<file path="src/hdl/b64_pkg.sv">
// ----------------------------------------------------------------------------
// b64_pkg: shared types and helpers for the base64 stream encoder
// Group record passed from the byte gatherer to the character emitter, and
// the sextet-to-ASCII mapping of the standard alphabet.
// ----------------------------------------------------------------------------
package b64_pkg;

  localparam int unsigned ByteW  = 8;
  localparam int unsigned CharW  = 7;
  localparam int unsigned GroupW = 3 * ByteW;
  localparam int unsigned CntW   = 3;

  localparam logic [CharW-1:0] PadChar = 7'h3d;  // '='

  // One gathered group: three bytes (missing ones zero) and the number of
  // real sextets, 2 to 4. The rest of the four characters are padding.
  typedef struct packed {
    logic [GroupW-1:0] bytes;
    logic [CntW-1:0]   n_sext;
  } grp_t;

  function automatic logic [CharW-1:0] sextet_char(input logic [5:0] s);
    logic [CharW-1:0] s7;
    s7 = {1'b0, s};
    if (s < 6'd26) begin
      sextet_char = s7 + 7'd65;           // 'A'..'Z'
    end else if (s < 6'd52) begin
      sextet_char = s7 + 7'd71;           // 'a'..'z'
    end else if (s < 6'd62) begin
      sextet_char = s7 - 7'd4;            // '0'..'9'
    end else if (s == 6'd62) begin
      sextet_char = 7'h2b;                // '+'
    end else begin
      sextet_char = 7'h2f;                // '/'
    end
  endfunction

endpackage

</file>
<file path="src/hdl/base64_stream_encoder.sv">
// ----------------------------------------------------------------------------
// base64_stream_encoder: streaming base64 encoder, standard alphabet
// Bytes in, ASCII characters out; a group of three bytes, or a final
// partial group padded with '=', yields four characters.
// ----------------------------------------------------------------------------
//  channel | handshake     | payload
//  --------+---------------+-----------------------------------
//  bytes   | push / full   | data_byte_i[7:0], final_byte_i
//  chars   | pop / empty   | out_char_o[6:0], run_end_o
//
//  A byte is taken each cycle while the group queue has room; the emitter
//  sends one character per cycle while the output is popped, so sustained
//  input is limited to three bytes per four characters sent.
//  The byte that closes a group passes the group queue, the emitter's group register and the output register.
//  Reset clears the phase, held bytes, queue pointers and output valid flag.
//  Output stalls back up into the two-entry group queue, then into full.
// ----------------------------------------------------------------------------
module base64_stream_encoder (
  input  logic       clk_i,
  input  logic       rst_ni,
  input  logic       push,
  output logic       full,
  input  logic [7:0] data_byte_i,
  input  logic       final_byte_i,
  output logic       empty,
  input  logic       pop,
  output logic [6:0] out_char_o,
  output logic       run_end_o
);
  import b64_pkg::*;

  logic grp_wr, grp_full, grp_take, grp_empty;
  grp_t grp_in, grp_out;

  b64_front u_front (
    .clk_i        (clk_i),
    .rst_ni       (rst_ni),
    .push         (push),
    .full         (full),
    .data_byte_i  (data_byte_i),
    .final_byte_i (final_byte_i),
    .grp_valid_o  (grp_wr),
    .grp_o        (grp_in),
    .grp_full_i   (grp_full)
  );

  b64_gq u_gq (
    .clk_i     (clk_i),
    .rst_ni    (rst_ni),
    .wr_en_i   (grp_wr),
    .wr_data_i (grp_in),
    .full_o    (grp_full),
    .rd_en_i   (grp_take),
    .rd_data_o (grp_out),
    .empty_o   (grp_empty)
  );

  b64_back u_back (
    .clk_i       (clk_i),
    .rst_ni      (rst_ni),
    .grp_i       (grp_out),
    .grp_empty_i (grp_empty),
    .grp_take_o  (grp_take),
    .empty       (empty),
    .pop         (pop),
    .out_char_o  (out_char_o),
    .run_end_o   (run_end_o)
  );

endmodule

</file>
<file path="src/hdl/b64_front.sv">
// ----------------------------------------------------------------------------
// b64_front: byte gatherer
// Accepts one byte per beat, tracks the group phase and held bytes, and
// hands a finished or final group to the group queue.
// ----------------------------------------------------------------------------
module b64_front (
  input  logic               clk_i,
  input  logic               rst_ni,
  input  logic               push,
  output logic               full,
  input  logic [7:0]         data_byte_i,
  input  logic               final_byte_i,
  output logic               grp_valid_o,
  output b64_pkg::grp_t      grp_o,
  input  logic               grp_full_i
);
  import b64_pkg::*;

  logic [1:0]  phase_q, phase_d;
  logic [15:0] held_q, held_d;
  logic        acc;

  assign full = grp_full_i;
  assign acc  = push & ~grp_full_i;

  always_comb begin
    phase_d     = phase_q;
    held_d      = held_q;
    grp_valid_o = 1'b0;
    grp_o       = '0;
    case (phase_q)
      2'd1: begin
        if (final_byte_i) begin
          grp_valid_o = acc;
          grp_o.bytes  = {held_q[15:8], data_byte_i, 8'h00};
          grp_o.n_sext = 3'd3;
          phase_d      = 2'd0;
          held_d       = '0;
        end else begin
          held_d  = {held_q[15:8], data_byte_i};
          phase_d = 2'd2;
        end
      end
      2'd2: begin
        grp_valid_o  = acc;
        grp_o.bytes  = {held_q, data_byte_i};
        grp_o.n_sext = 3'd4;
        phase_d      = 2'd0;
        held_d       = '0;
      end
      default: begin
        // phase three cannot arise; it behaves as phase zero
        if (final_byte_i) begin
          grp_valid_o  = acc;
          grp_o.bytes  = {data_byte_i, 16'h0000};
          grp_o.n_sext = 3'd2;
          phase_d      = 2'd0;
          held_d       = '0;
        end else begin
          held_d  = {data_byte_i, 8'h00};
          phase_d = 2'd1;
        end
      end
    endcase
  end

  always_ff @(posedge clk_i or negedge rst_ni) begin
    if (!rst_ni) begin
      phase_q <= '0;
      held_q  <= '0;
    end else if (acc) begin
      phase_q <= phase_d;
      held_q  <= held_d;
    end
  end

endmodule

</file>
<file path="src/hdl/b64_gq.sv">
// ----------------------------------------------------------------------------
// b64_gq: group queue
// Two-entry queue of gathered groups between the gatherer and the emitter.
// ----------------------------------------------------------------------------
module b64_gq (
  input  logic          clk_i,
  input  logic          rst_ni,
  input  logic          wr_en_i,
  input  b64_pkg::grp_t wr_data_i,
  output logic          full_o,
  input  logic          rd_en_i,
  output b64_pkg::grp_t rd_data_o,
  output logic          empty_o
);
  import b64_pkg::*;

  grp_t       mem_q [2];
  logic       wr_q, rd_q;
  logic [1:0] cnt_q;
  logic       do_wr, do_rd;

  assign full_o    = (cnt_q == 2'd2);
  assign empty_o   = (cnt_q == 2'd0);
  assign do_wr     = wr_en_i & ~full_o;
  assign do_rd     = rd_en_i & ~empty_o;
  assign rd_data_o = mem_q[rd_q];

  always_ff @(posedge clk_i or negedge rst_ni) begin
    if (!rst_ni) begin
      wr_q  <= 1'b0;
      rd_q  <= 1'b0;
      cnt_q <= '0;
    end else begin
      if (do_wr) wr_q <= ~wr_q;
      if (do_rd) rd_q <= ~rd_q;
      cnt_q <= cnt_q + {1'b0, do_wr} - {1'b0, do_rd};
    end
  end

  always_ff @(posedge clk_i) begin
    if (do_wr) begin
      mem_q[wr_q] <= wr_data_i;
    end
  end

endmodule

</file>
<file path="src/hdl/b64_back.sv">
// ----------------------------------------------------------------------------
// b64_back: character emitter
// Takes one group at a time and sends its four characters, one per beat,
// through an output register; the next group is taken on the last beat.
// ----------------------------------------------------------------------------
module b64_back (
  input  logic          clk_i,
  input  logic          rst_ni,
  input  b64_pkg::grp_t grp_i,
  input  logic          grp_empty_i,
  output logic          grp_take_o,
  output logic          empty,
  input  logic          pop,
  output logic [6:0]    out_char_o,
  output logic          run_end_o
);
  import b64_pkg::*;

  grp_t       cur_q;
  logic       busy_q, busy_d;
  logic [1:0] idx_q, idx_d;
  logic       ovld_q, ovld_d;
  logic [6:0] char_q;
  logic       end_q;
  logic       slot_free, emit, last;
  logic [5:0] sext;
  logic [6:0] char_d;

  assign slot_free  = ~ovld_q | pop;
  assign emit       = busy_q & slot_free;
  assign last       = (idx_q == 2'd3);
  assign grp_take_o = ~grp_empty_i & (~busy_q | (emit & last));

  always_comb begin
    case (idx_q)
      2'd0:    sext = cur_q.bytes[23:18];
      2'd1:    sext = cur_q.bytes[17:12];
      2'd2:    sext = cur_q.bytes[11:6];
      default: sext = cur_q.bytes[5:0];
    endcase
    char_d = ({1'b0, idx_q} < cur_q.n_sext) ? sextet_char(sext) : PadChar;
  end

  always_comb begin
    busy_d = busy_q;
    idx_d  = idx_q;
    if (grp_take_o) begin
      busy_d = 1'b1;
      idx_d  = '0;
    end else if (emit) begin
      idx_d = idx_q + 2'd1;
      if (last) busy_d = 1'b0;
    end
    if (emit) begin
      ovld_d = 1'b1;
    end else if (pop) begin
      ovld_d = 1'b0;
    end else begin
      ovld_d = ovld_q;
    end
  end

  always_ff @(posedge clk_i or negedge rst_ni) begin
    if (!rst_ni) begin
      busy_q <= 1'b0;
      idx_q  <= '0;
      ovld_q <= 1'b0;
    end else begin
      busy_q <= busy_d;
      idx_q  <= idx_d;
      ovld_q <= ovld_d;
    end
  end

  always_ff @(posedge clk_i) begin
    if (grp_take_o) cur_q <= grp_i;
    if (emit) begin
      char_q <= char_d;
      end_q  <= last;
    end
  end

  assign empty      = ~ovld_q;
  assign out_char_o = char_q;
  assign run_end_o  = end_q;

endmodule

</file>
<file path="config.mk">
export PLATFORM = sky130hd
export DESIGN_NAME = base64_stream_encoder
export DESIGN_NICKNAME = d
export VERILOG_FILES = /design/src/hdl/b64_pkg.sv /design/src/hdl/base64_stream_encoder.sv /design/src/hdl/b64_front.sv /design/src/hdl/b64_gq.sv /design/src/hdl/b64_back.sv
export SDC_FILE = /design/constraint.sdc
export NUM_CORES = 1
export LEC_CHECK = 0
export BUFFER_PORTS_ARGS = -buffer_cell sky130_fd_sc_hd__buf_2
export CAP_MARGIN = 25
export CORE_UTILIZATION = 32
export DETAILED_ROUTE_END_ITERATION = 10
export PLACE_DENSITY = 0.52
export SETUP_SLACK_MARGIN = 0.15
export SKIP_CTS_REPAIR_TIMING = 1
export SYNTH_ARGS = -nofsm -noshare
export SYNTH_HDL_FRONTEND = slang
export SYNTH_SLANG_ARGS = --single-unit
export TNS_END_PERCENT = 5
</file>
<file path="constraint.sdc">
create_clock -name clk_i -period 6.2 [get_ports clk_i]
set_input_delay 0 -clock clk_i [delete_from_list [all_inputs] [get_ports clk_i]]
set_output_delay 0 -clock clk_i [all_outputs]
set_load 0.02 [all_outputs]
</file>
==> results.md, run 1 <==
- Status: complete, no violations
- Internal power: 2.061 mW
- Worst-path fanout max: 12
- Core area: 15260 um2
- Max clock buf depth: 2
- H-Tree Depth: 4
- Standard-cell rows: 45
- Synth unique cells: 39
- Switching pwr: 1.071 mW
- GRT Total Usage: 12.98%
- CP required: 6.35 ns
- Vias in the first global route: 2928
- RePlAce Congestion: 0.8028
- Yosys reg bits: 115
- Post-synth ARST share: 22.61%
- Clock period minus worst slack: 3.161 ns
- Hold depth: 3
- # clock sinks: 115
- Worst-case reg-to-reg path depth: 8
- Utilization after layout: 39.46%
- Clock transition at the registers of the reported paths: 0.05 ns
- Top cell by count, worst path: ha_1
- Post-DP HPWL: 6.470 mm
- N_diodes: 0
- I/O Buffers: 22
- P per Cell Area: 520.3 nW/um2
- Via count: 3003
- Post-synth EDFFs: 89
- Vias per inst: 4.692
- Leak pwr: 2.262 nW
- Yosys top cell area share: 53.23%
- Setup TNS: 0 ns
- Kind of critical path: register to register
- Final period utilization: 50.98%
- Final hold slack: 0.01399 ns
- Hold Violations, Final: 0
- Io pins: 23
- Area Overhead vs Synth: 19.91%
- Full die area: 16200 um2
- Startpoint Class: register
- Maximum vdd drop: 0.2182 mV
- Synth warnings: 0
- CTS tree: done
- Clock Latency Late Sink: 0.41 ns
- Main flop type after synthesis: edfxtp_1
- CP Capture Type: register
- RSZ-0062 raised after global routing: false
- Clock power frac: 27.6%
- Top cell type by total area after synthesis: edfxtp_1
- 1st-pass router iterations: 5
- First-pass GRT wire length: 15.66 mm
- DR iter-0 viols: 334
- Seq pwr share: 37.3%
- Initial antenna violation count: 0
- Final Setup Violations: 0
- Total Wirelength: 9.650 mm
- Slew HR: 42.49%
- Die width: 127.3 um
- Slew @ Worst Pin: 0.8609 ns
- Share of cells above drive strength 1: 20.75%
- Height of the die: 127.3 um
- Maximum number of pins on one net before global-route repair: 32
- Fmax: 0.3164 GHz
- Final nets: 442
- Wire per inst: 15.08 um
- Syn_nets: 399
- Clock Tree Root: clkbuf_16
- Final clock skew: 0.01071 ns
- WP depth: 8
- Crit path max-delay family: adder cells
- Initial Util: 32.91%
- Buf/Inv on CP: 1
- Cell area after synthesis: 5021 um2
- Avg Inst Size Synth: 13.46 um2
- Worst Hold Class: input pin to register
- Cts bufs inserted: 17
- Switch share: 34.20%
- Slowest CP cell: mux2i_1
- Global route overflow: 0
- Max Cap Viol: 0
- Antenna-violating nets left: 0
- Logic pwr share: 35.1%
- Pins Over Slew Limit: 0
- Sequential area share after synthesis: 66.18%
- Crit path cell chain: ha_1 -> mux2i_1 -> inv_1 -> ha_1 -> a211oi_1 -> mux2_2 -> a22oi_1 -> o221a_2
- Crit path DAT: 3.31 ns
- DRC Markers: 0
- Synth area leaders: edfxtp_1, dfrtp_1, mux2_2
- Synth Instances: 373
- CP max stage delay: 0.62 ns
[sequential cells by signal, indices dropped and copies added, names as in the netlist]
register and flops:
u_front.held_q 16, u_back.run_end_o 1, u_front.phase_q 2, u_back.busy_q 1, u_back.cur_q 27, u_gq.rd_q 1, u_back.out_char_o 7, u_gq.wr_q 1
u_back.idx_q 2, u_gq.mem_q 54, u_gq.cnt_q 2, u_back.ovld_q 1
[area by class of cell]
type,count,area [um2]
Clock buffer,22,444.2
Clock inverter,10,86.33
Fill cell,1463,9238
Inverter,20,75.07
Multi-Input combinational cell,225,1578
Sequential cell,115,3323
Tap cell,211,264.0
Timing Repair Buffer,37,250.2
[Yosys cell counts, types with 3 or more instances]
cell type  number
ha_1           13
mux2_2         33
and2_1         10
xnor2_1         5
inv_1          19
a22oi_1         4
edfxtp_1       89
o21ai_0        27
dfrtp_1        26
nand2_1        44
a21oi_1        14
a22o_1         15
a31oi_1         3
nor2b_1         4
nand3_1         3
nor2_1         13
nand2b_1        5
nor3_1          4
a222oi_1        4
nor4_1          3
clkbuf_1       10
[worst register-to-register path, stage by stage (launching register included)]
cell	delay [ns]
dfrtp_1	0.43
ha_1	0.49
mux2i_1	0.62
inv_1	0.17
ha_1	0.38
a211oi_1	0.23
mux2_2	0.21
a22oi_1	0.08
o221a_2	0.30
[per-stage QoR]
| stage | worst slack [ns] | std cells | instance area, um2 | power (mW) |
|---|---|---|---|---|
| after global placement | 3.280 | 597 | 5380 | 2.244 |
| after global routing | 2.807 | 640 | 6021 | 3.337 |
| final | 3.039 | 640 | 6021 | 3.133 |
| after floorplan | 3.041 | 373 | 5021 | 2.001 |
| after detailed placement | 3.120 | 597 | 5380 | 2.269 |
| after CTS | 3.092 | 629 | 5911 | 3.153 |
[cells by family after synthesis]
logic type / Yosys count / share of synthesized area [%]
xor+xnor: 6 / 1.047
flops: 115 / 66.18
simple gates: 88 / 7.949
compound gates: 82 / 10.99
mux: 36 / 8.074
buf+inv: 33 / 2.517
fa+ha+maj: 13 / 3.240
[cells in the final DEF, fill, tap and decap left out, drive strengths merged, types with 9 or more instances in the layout]
cell	n
clkbuf	22
and2	10
clkinv	9
dlygate4sd3	11
nor2	13
mux2	33
a21oi	14
edfxtp	89
inv	19
a22o	15
ha	13
o21ai	27
dfrtp	26
nand2	44
buf	26
[final timing paths]
check	startpoint	slack [ns]	endpoint
hold reg to reg	u_front.held_q[14]$_DFFE_PN0P_	0.48	u_front.held_q[14]$_DFFE_PN0P_
max in group asynchronous	rst_ni	5.63	u_gq.rd_q$_DFFE_PN0P_
setup reg to reg	u_back.idx_q[1]$_DFFE_PN0P_	3.04	u_back.out_char_o[1]$_SDFFCE_PP0P_
min in group asynchronous	rst_ni	0.15	u_front.held_q[6]$_DFFE_PN0P_
hold / removal	push	0.01	u_gq.wr_q$_DFFE_PN0P_
setup / recovery	u_back.idx_q[1]$_DFFE_PN0P_	3.04	u_back.out_char_o[1]$_SDFFCE_PP0P_
[layer usage]
metal  up-vias  wire length [um]  share of wire, %  track usage (%)
met3        12               388               4.0            4.062
met1      1440              4626                48            16.96
met4         0               121               1.3            5.672
met2        71              4513                47            19.83
met5         -                 0                 0                0
li1       1480                 -                 -                -
[power groups by stage]
stage	logic [mW]	clock network, mW	registers (mW)
6_report	1.10	0.865	1.17
5_1_grt	1.23	0.917	1.19
4_1_cts	1.10	0.884	1.17
3_5_place_dp	1.09	0	1.18
3_3_place_gp	1.07	0	1.18
2_1_floorplan	0.804	0	1.20
Note: power is estimated with default switching activity, not from simulation.
==> run 2: changes to the inputs <==
--- a/config.mk
+++ b/config.mk
@@ -9,7 +9,7 @@
 export CAP_MARGIN = 25
 export CORE_UTILIZATION = 32
 export DETAILED_ROUTE_END_ITERATION = 10
-export PLACE_DENSITY = 0.52
+export PLACE_DENSITY = 0.54
 export SETUP_SLACK_MARGIN = 0.15
 export SKIP_CTS_REPAIR_TIMING = 1
 export SYNTH_ARGS = -nofsm -noshare
==> constraint.sdc (replaced) <==
create_clock -name clk_i -period 2.7 [get_ports clk_i]
set_input_delay 0 -clock clk_i [delete_from_list [all_inputs] [get_ports clk_i]]
set_output_delay 0 -clock clk_i [all_outputs]
set_load 0.02 [all_outputs]
==> results.md, run 2 (synthesis results as in run 1) <==
- Status: complete, no violations
- Dpl ws: 0.03829 ns
- Leak pwr: 2.331 nW
- Wire per inst: 14.70 um
- Clock Tree Root: clkbuf_16
- Vias per inst: 4.644
- Fmax: 0.3960 GHz
- Hold Violations, Final: 0
- Clock period minus worst slack: 2.525 ns
- Standard-cell rows: 45
- Fin cells: 648
- 1st-pass router iterations: 5
- Final nets: 450
- Pins Over Slew Limit: 0
- Full die area: 16200 um2
- Clock transition at the registers of the reported paths: 0.05 ns
- Startpoint Class: register
- Share of cells above drive strength 1: 24.94%
- Fillers: 1429
- Maximum vdd drop: 0.4729 mV
- CP max stage delay: 0.52 ns
- Final cell area excluding filler cells: 6176 um2
- Area Overhead vs Synth: 23.00%
- Die width: 127.3 um
- First-pass GRT wire length: 15.50 mm
- Antenna-violating nets left: 0
- DRC Markers: 0
- GRT Total Usage: 12.73%
- Core area: 15260 um2
- CTS tree: done
- Total Wirelength: 9.525 mm
- Most common cell after layout, fill and taps aside: edfxtp_1
- # clock sinks: 115
- CP Capture Type: register
- Kind of critical path: register to register
- Crit path cell chain: inv_2 -> ha_1 -> a222oi_1 -> mux2_4 -> mux2_2 -> a22oi_1 -> o221a_2
- Height of the die: 127.3 um
- Placed Area: 5425 um2
- Largest regs: u_gq.mem_q: 54 flops, u_back.cur_q: 27 flops, u_front.held_q: 16 flops
- Initial Util: 32.91%
- Post-DP HPWL: 6.348 mm
- Max clock buf depth: 2
- Buf/Inv on CP: 1
- Placed insts: 603
- DR iter-0 viols: 196
- Crit path DAT: 2.81 ns
- Register area: 3324 um2
- N_diodes: 0
- Clock Latency Late Sink: 0.41 ns
- Setup ws final: 0.1746 ns
- Most frequent cells in the layout: edfxtp_1, nand2_1, mux2_2
- Slowest CP cell: a222oi_1
- Worst Hold Class: input pin to register
- Via count: 3009
- Slew @ Worst Pin: 0.6052 ns
- P per Cell Area: 1238 nW/um2
- Area of the multi-input gates: 1612 um2
- Vias in the first global route: 2894
- Final period utilization: 93.53%
- Crit path max-delay family: compound AO/OA/AOI/OAI gates
- Global route overflow: 0
- Max Cap Viol: 0
- Slew HR: 58.85%
- Cts bufs inserted: 17
- Most flops, register: u_gq.mem_q
- Initial antenna violation count: 0
- Final Setup Violations: 0
- Maximum number of pins on one net before global-route repair: 31
- Setup TNS: 0 ns
- Worst-path fanout max: 12
- CP required: 2.98 ns
- Max FFs per register: 54
- RePlAce Congestion: 0.8167
- I/O Buffers: 22
- Final clock skew: 0.006620 ns
- H-Tree Depth: 4
- RSZ-0062 raised after global routing: true
- Io pins: 23
[run 2: changes by cell type in the layout (fill, tap and decap cells not counted), moves of 3 or more]
cell,delta
ha_1,-3
clkbuf_1,-4
inv_6,+3
buf_4,+9
clkinvlp_4,+3
clkinv_4,-3
[run 2: per-layer routing]
layer  vias up  part of all wire, %  track usage [%]
li1       1493                    -                -
met5         -                    0                0
met3         9                  4.3            4.523
met4         0                 0.82            4.412
met2        77                   47            19.32
met1      1430                   48            16.85
[run 2: per-stage QoR]
step                      total power [mW]  util (%)  hold slack, ns
after floorplan                      4.595         -         -0.2956
after global placement               5.212     35.56         0.04561
after detailed placement             5.284     35.56         0.04872
after CTS                            7.550     39.42         -0.3981
after global routing                 8.145     40.48         0.04758
final                                7.647     40.48         0.01852
[run 2: power by group]
group          switching [mW]  internal, mW
combinational            1.62          1.12
clock                   0.786          1.44
sequential              0.158          2.51
total                    2.57          5.08
[run 2: final cells by class]
class                           count  area share [%]
Clock buffer                       18           6.949
Clock inverter                     14           2.593
Inverter                           20           1.276
Multi-Input combinational cell    225           26.09
Sequential cell                   115           53.83
Tap cell                          211           4.275
Timing Repair Buffer               45           4.984
[run 2: worst min-delay path, stage by stage]
cell	delay [ns]
buf_2	0.12
o211ai_1	0.18
xnor2_1	0.08
[run 2: path summary, 6_finish.rpt]
path,slack [ns],startpoint,cells after the start,end
max in group asynchronous,2.13,rst_ni,2,u_back.idx_q[1]$_DFFE_PN0P_
setup reg to reg,0.17,u_back.idx_q[0]$_DFFE_PN0P_,7,u_back.out_char_o[1]$_SDFFCE_PP0P_
min in group asynchronous,0.14,rst_ni,2,u_front.phase_q[0]$_DFFE_PN0P_
hold reg to reg,0.48,u_front.held_q[0]$_DFFE_PN0P_,2,u_front.held_q[0]$_DFFE_PN0P_
setup / recovery,0.17,u_back.idx_q[0]$_DFFE_PN0P_,7,u_back.out_char_o[1]$_SDFFCE_PP0P_
hold / removal,0.02,push,3,u_gq.wr_q$_DFFE_PN0P_
==> run 3: changes to the inputs <==
--- a/config.mk
+++ b/config.mk
@@ -8,6 +8,7 @@
 export BUFFER_PORTS_ARGS = -buffer_cell sky130_fd_sc_hd__buf_2
 export CAP_MARGIN = 25
 export CORE_UTILIZATION = 32
+export CTS_BUF_LIST = sky130_fd_sc_hd__clkbuf_16
 export DETAILED_ROUTE_END_ITERATION = 10
 export PLACE_DENSITY = 0.54
 export SETUP_SLACK_MARGIN = 0.15
==> results.md, run 3 (synthesis results as in run 1) <==
- Full die area: 16200 um2
- Hold Violations, Final: 0
- Status: complete, no violations
- Fmax: 0.3960 GHz
- Most common cell after layout, fill and taps aside: edfxtp_1
- Kind of critical path: register to register
- Core area: 15260 um2
- Maximum number of pins on one net before global-route repair: 31
- Total Wirelength: 9.522 mm
- CP Capture Type: register
- Final hold slack: 0.01852 ns
- CP required: 2.98 ns
- Reg2reg start: u_back.idx_q[0]$_DFFE_PN0P_
- Height of the die: 127.3 um
- Clock period minus worst slack: 2.525 ns
- Reg2reg end: u_back.out_char_o[1]$_SDFFCE_PP0P_
- Initial antenna violation count: 0
- Share of cells above drive strength 1: 24.94%
- Total power: 7.643 mW
- Via count: 3010
- Final clock skew: 0.006620 ns
- Vias per inst: 4.645
- Vias in the first global route: 2894
- Setup ws final: 0.1746 ns
- Worst R2R Setup Slack: 0.17 ns
- 1st-pass router iterations: 5
- Clock Tree Root: clkbuf_16
- # clock sinks: 115
- Standard-cell rows: 45
- Worst Hold Class: input pin to register
- Max clock buf depth: 2
- Leak pwr: 2.335 nW
- Maximum vdd drop: 0.4729 mV
- DRC Markers: 0
- DR iter-0 viols: 197
- Pins Over Slew Limit: 0
- Wire per inst: 14.69 um
- Most flops, register: u_gq.mem_q
- RSZ-0062 raised after global routing: true
- Io pins: 23
- Die width: 127.3 um
- P per Cell Area: 1238 nW/um2
- Max FFs per register: 54
- Startpoint Class: register
- Final period utilization: 93.53%
- Most frequent cells in the layout: edfxtp_1, nand2_1, mux2_2
- Setup TNS: 0 ns
- Fillers: 1429
- RePlAce Congestion: 0.8167
- H-Tree Depth: 4
- Max Cap Viol: 0
- Largest regs: u_gq.mem_q: 54 flops, u_back.cur_q: 27 flops, u_front.held_q: 16 flops
- Final nets: 450
- Global route overflow: 0
- Cts bufs inserted: 17
- Antenna-violating nets left: 0
- Hold depth: 3
- Post-DP HPWL: 6.348 mm
- Min-delay src: push
- GRT Total Usage: 12.73%
- Crit path DAT: 2.81 ns
- I/O Buffers: 22
- Slew HR: 58.85%
- Dpl ws: 0.03829 ns
- Slew @ Worst Pin: 0.6052 ns
- Final Setup Violations: 0
- Worst-path fanout max: 12
- N_diodes: 0
- Clock transition at the registers of the reported paths: 0.05 ns
- First-pass GRT wire length: 15.50 mm
- Clock Latency Late Sink: 0.41 ns
- Initial Util: 32.91%
- Worst hold path endpoint: u_gq.wr_q$_DFFE_PN0P_
- Area Overhead vs Synth: 23.00%
- CTS tree: done
- Worst-case reg-to-reg path depth: 7
[run 3: changes by cell type in the layout (fill, tap and decap cells not counted)]
cell and delta:
inv_1 +1, clkbuf_1 -1
[run 3: per-layer routing]
layer / routed length [um] / global-route usage [%] / part of all wire [%]
met1: 4598 / 16.85 / 48
met2: 4438 / 19.32 / 47
met4: 78 / 4.412 / 0.82
met3: 407 / 4.523 / 4.3
met5: 0 / 0 / 0
[run 3: through the flow]
| stage | area (um2) | utilization, % | cells |
|---|---|---|---|
| after floorplan | 5025 | - | 373 |
| after global placement | 5425 | 35.56 | 603 |
| after detailed placement | 5425 | 35.56 | 603 |
| after CTS | 6015 | 39.42 | 635 |
| after global routing | 6176 | 40.48 | 648 |
| final | 6176 | 40.48 | 648 |
[run 3: worst max-delay path, cell delays in order (launching register included)]
cell and delay [ns]:
dfrtp_1 0.42, inv_2 0.08, ha_1 0.27, a222oi_1 0.52
mux2_4 0.37, mux2_2 0.35, a22oi_1 0.19, o221a_2 0.20
[run 3: power breakdown]
group | switching (mW) | internal, mW | leakage (nW) | total (mW)
Clock | 0.786 | 1.44 | 0.284 | 2.23
Sequential | 0.158 | 2.51 | 1.16 | 2.67
Combinational | 1.62 | 1.12 | 0.889 | 2.74
[run 3: cell type report]
| class | instances | area (um2) | area share [%] |
|---|---|---|---|
| well taps | 211 | 264.0 | 4.275 |
| clock buffers | 17 | 425.4 | 6.888 |
| multi-input cells | 225 | 1612 | 26.09 |
| clock inverters | 15 | 163.9 | 2.654 |
| repair buffers | 45 | 307.8 | 4.984 |
| inverters | 20 | 78.83 | 1.276 |
| flip-flops and latches | 115 | 3324 | 53.83 |
[run 3: how the worst max path moves through the flow]
stage | startpoint | endpoint | cells past startpoint
finish | u_back.idx_q[0]$_DFFE_PN0P_ | u_back.out_char_o[1]$_SDFFCE_PP0P_ | 7
global route | u_back.idx_q[0]$_DFFE_PN0P_ | u_back.out_char_o[1]$_SDFFCE_PP0P_ | 7
CTS | u_back.idx_q[1]$_DFFE_PN0P_ | u_back.out_char_o[1]$_SDFFCE_PP0P_ | 9
detailed placement | u_back.idx_q[1]$_DFFE_PN0P_ | u_back.out_char_o[1]$_SDFFCE_PP0P_ | 9
global placement | u_back.idx_q[1]$_DFFE_PN0P_ | u_back.out_char_o[1]$_SDFFCE_PP0P_ | 9
floorplan | u_back.idx_q[1]$_DFFE_PN0P_ | u_back.out_char_o[1]$_SDFFCE_PP0P_ | 9
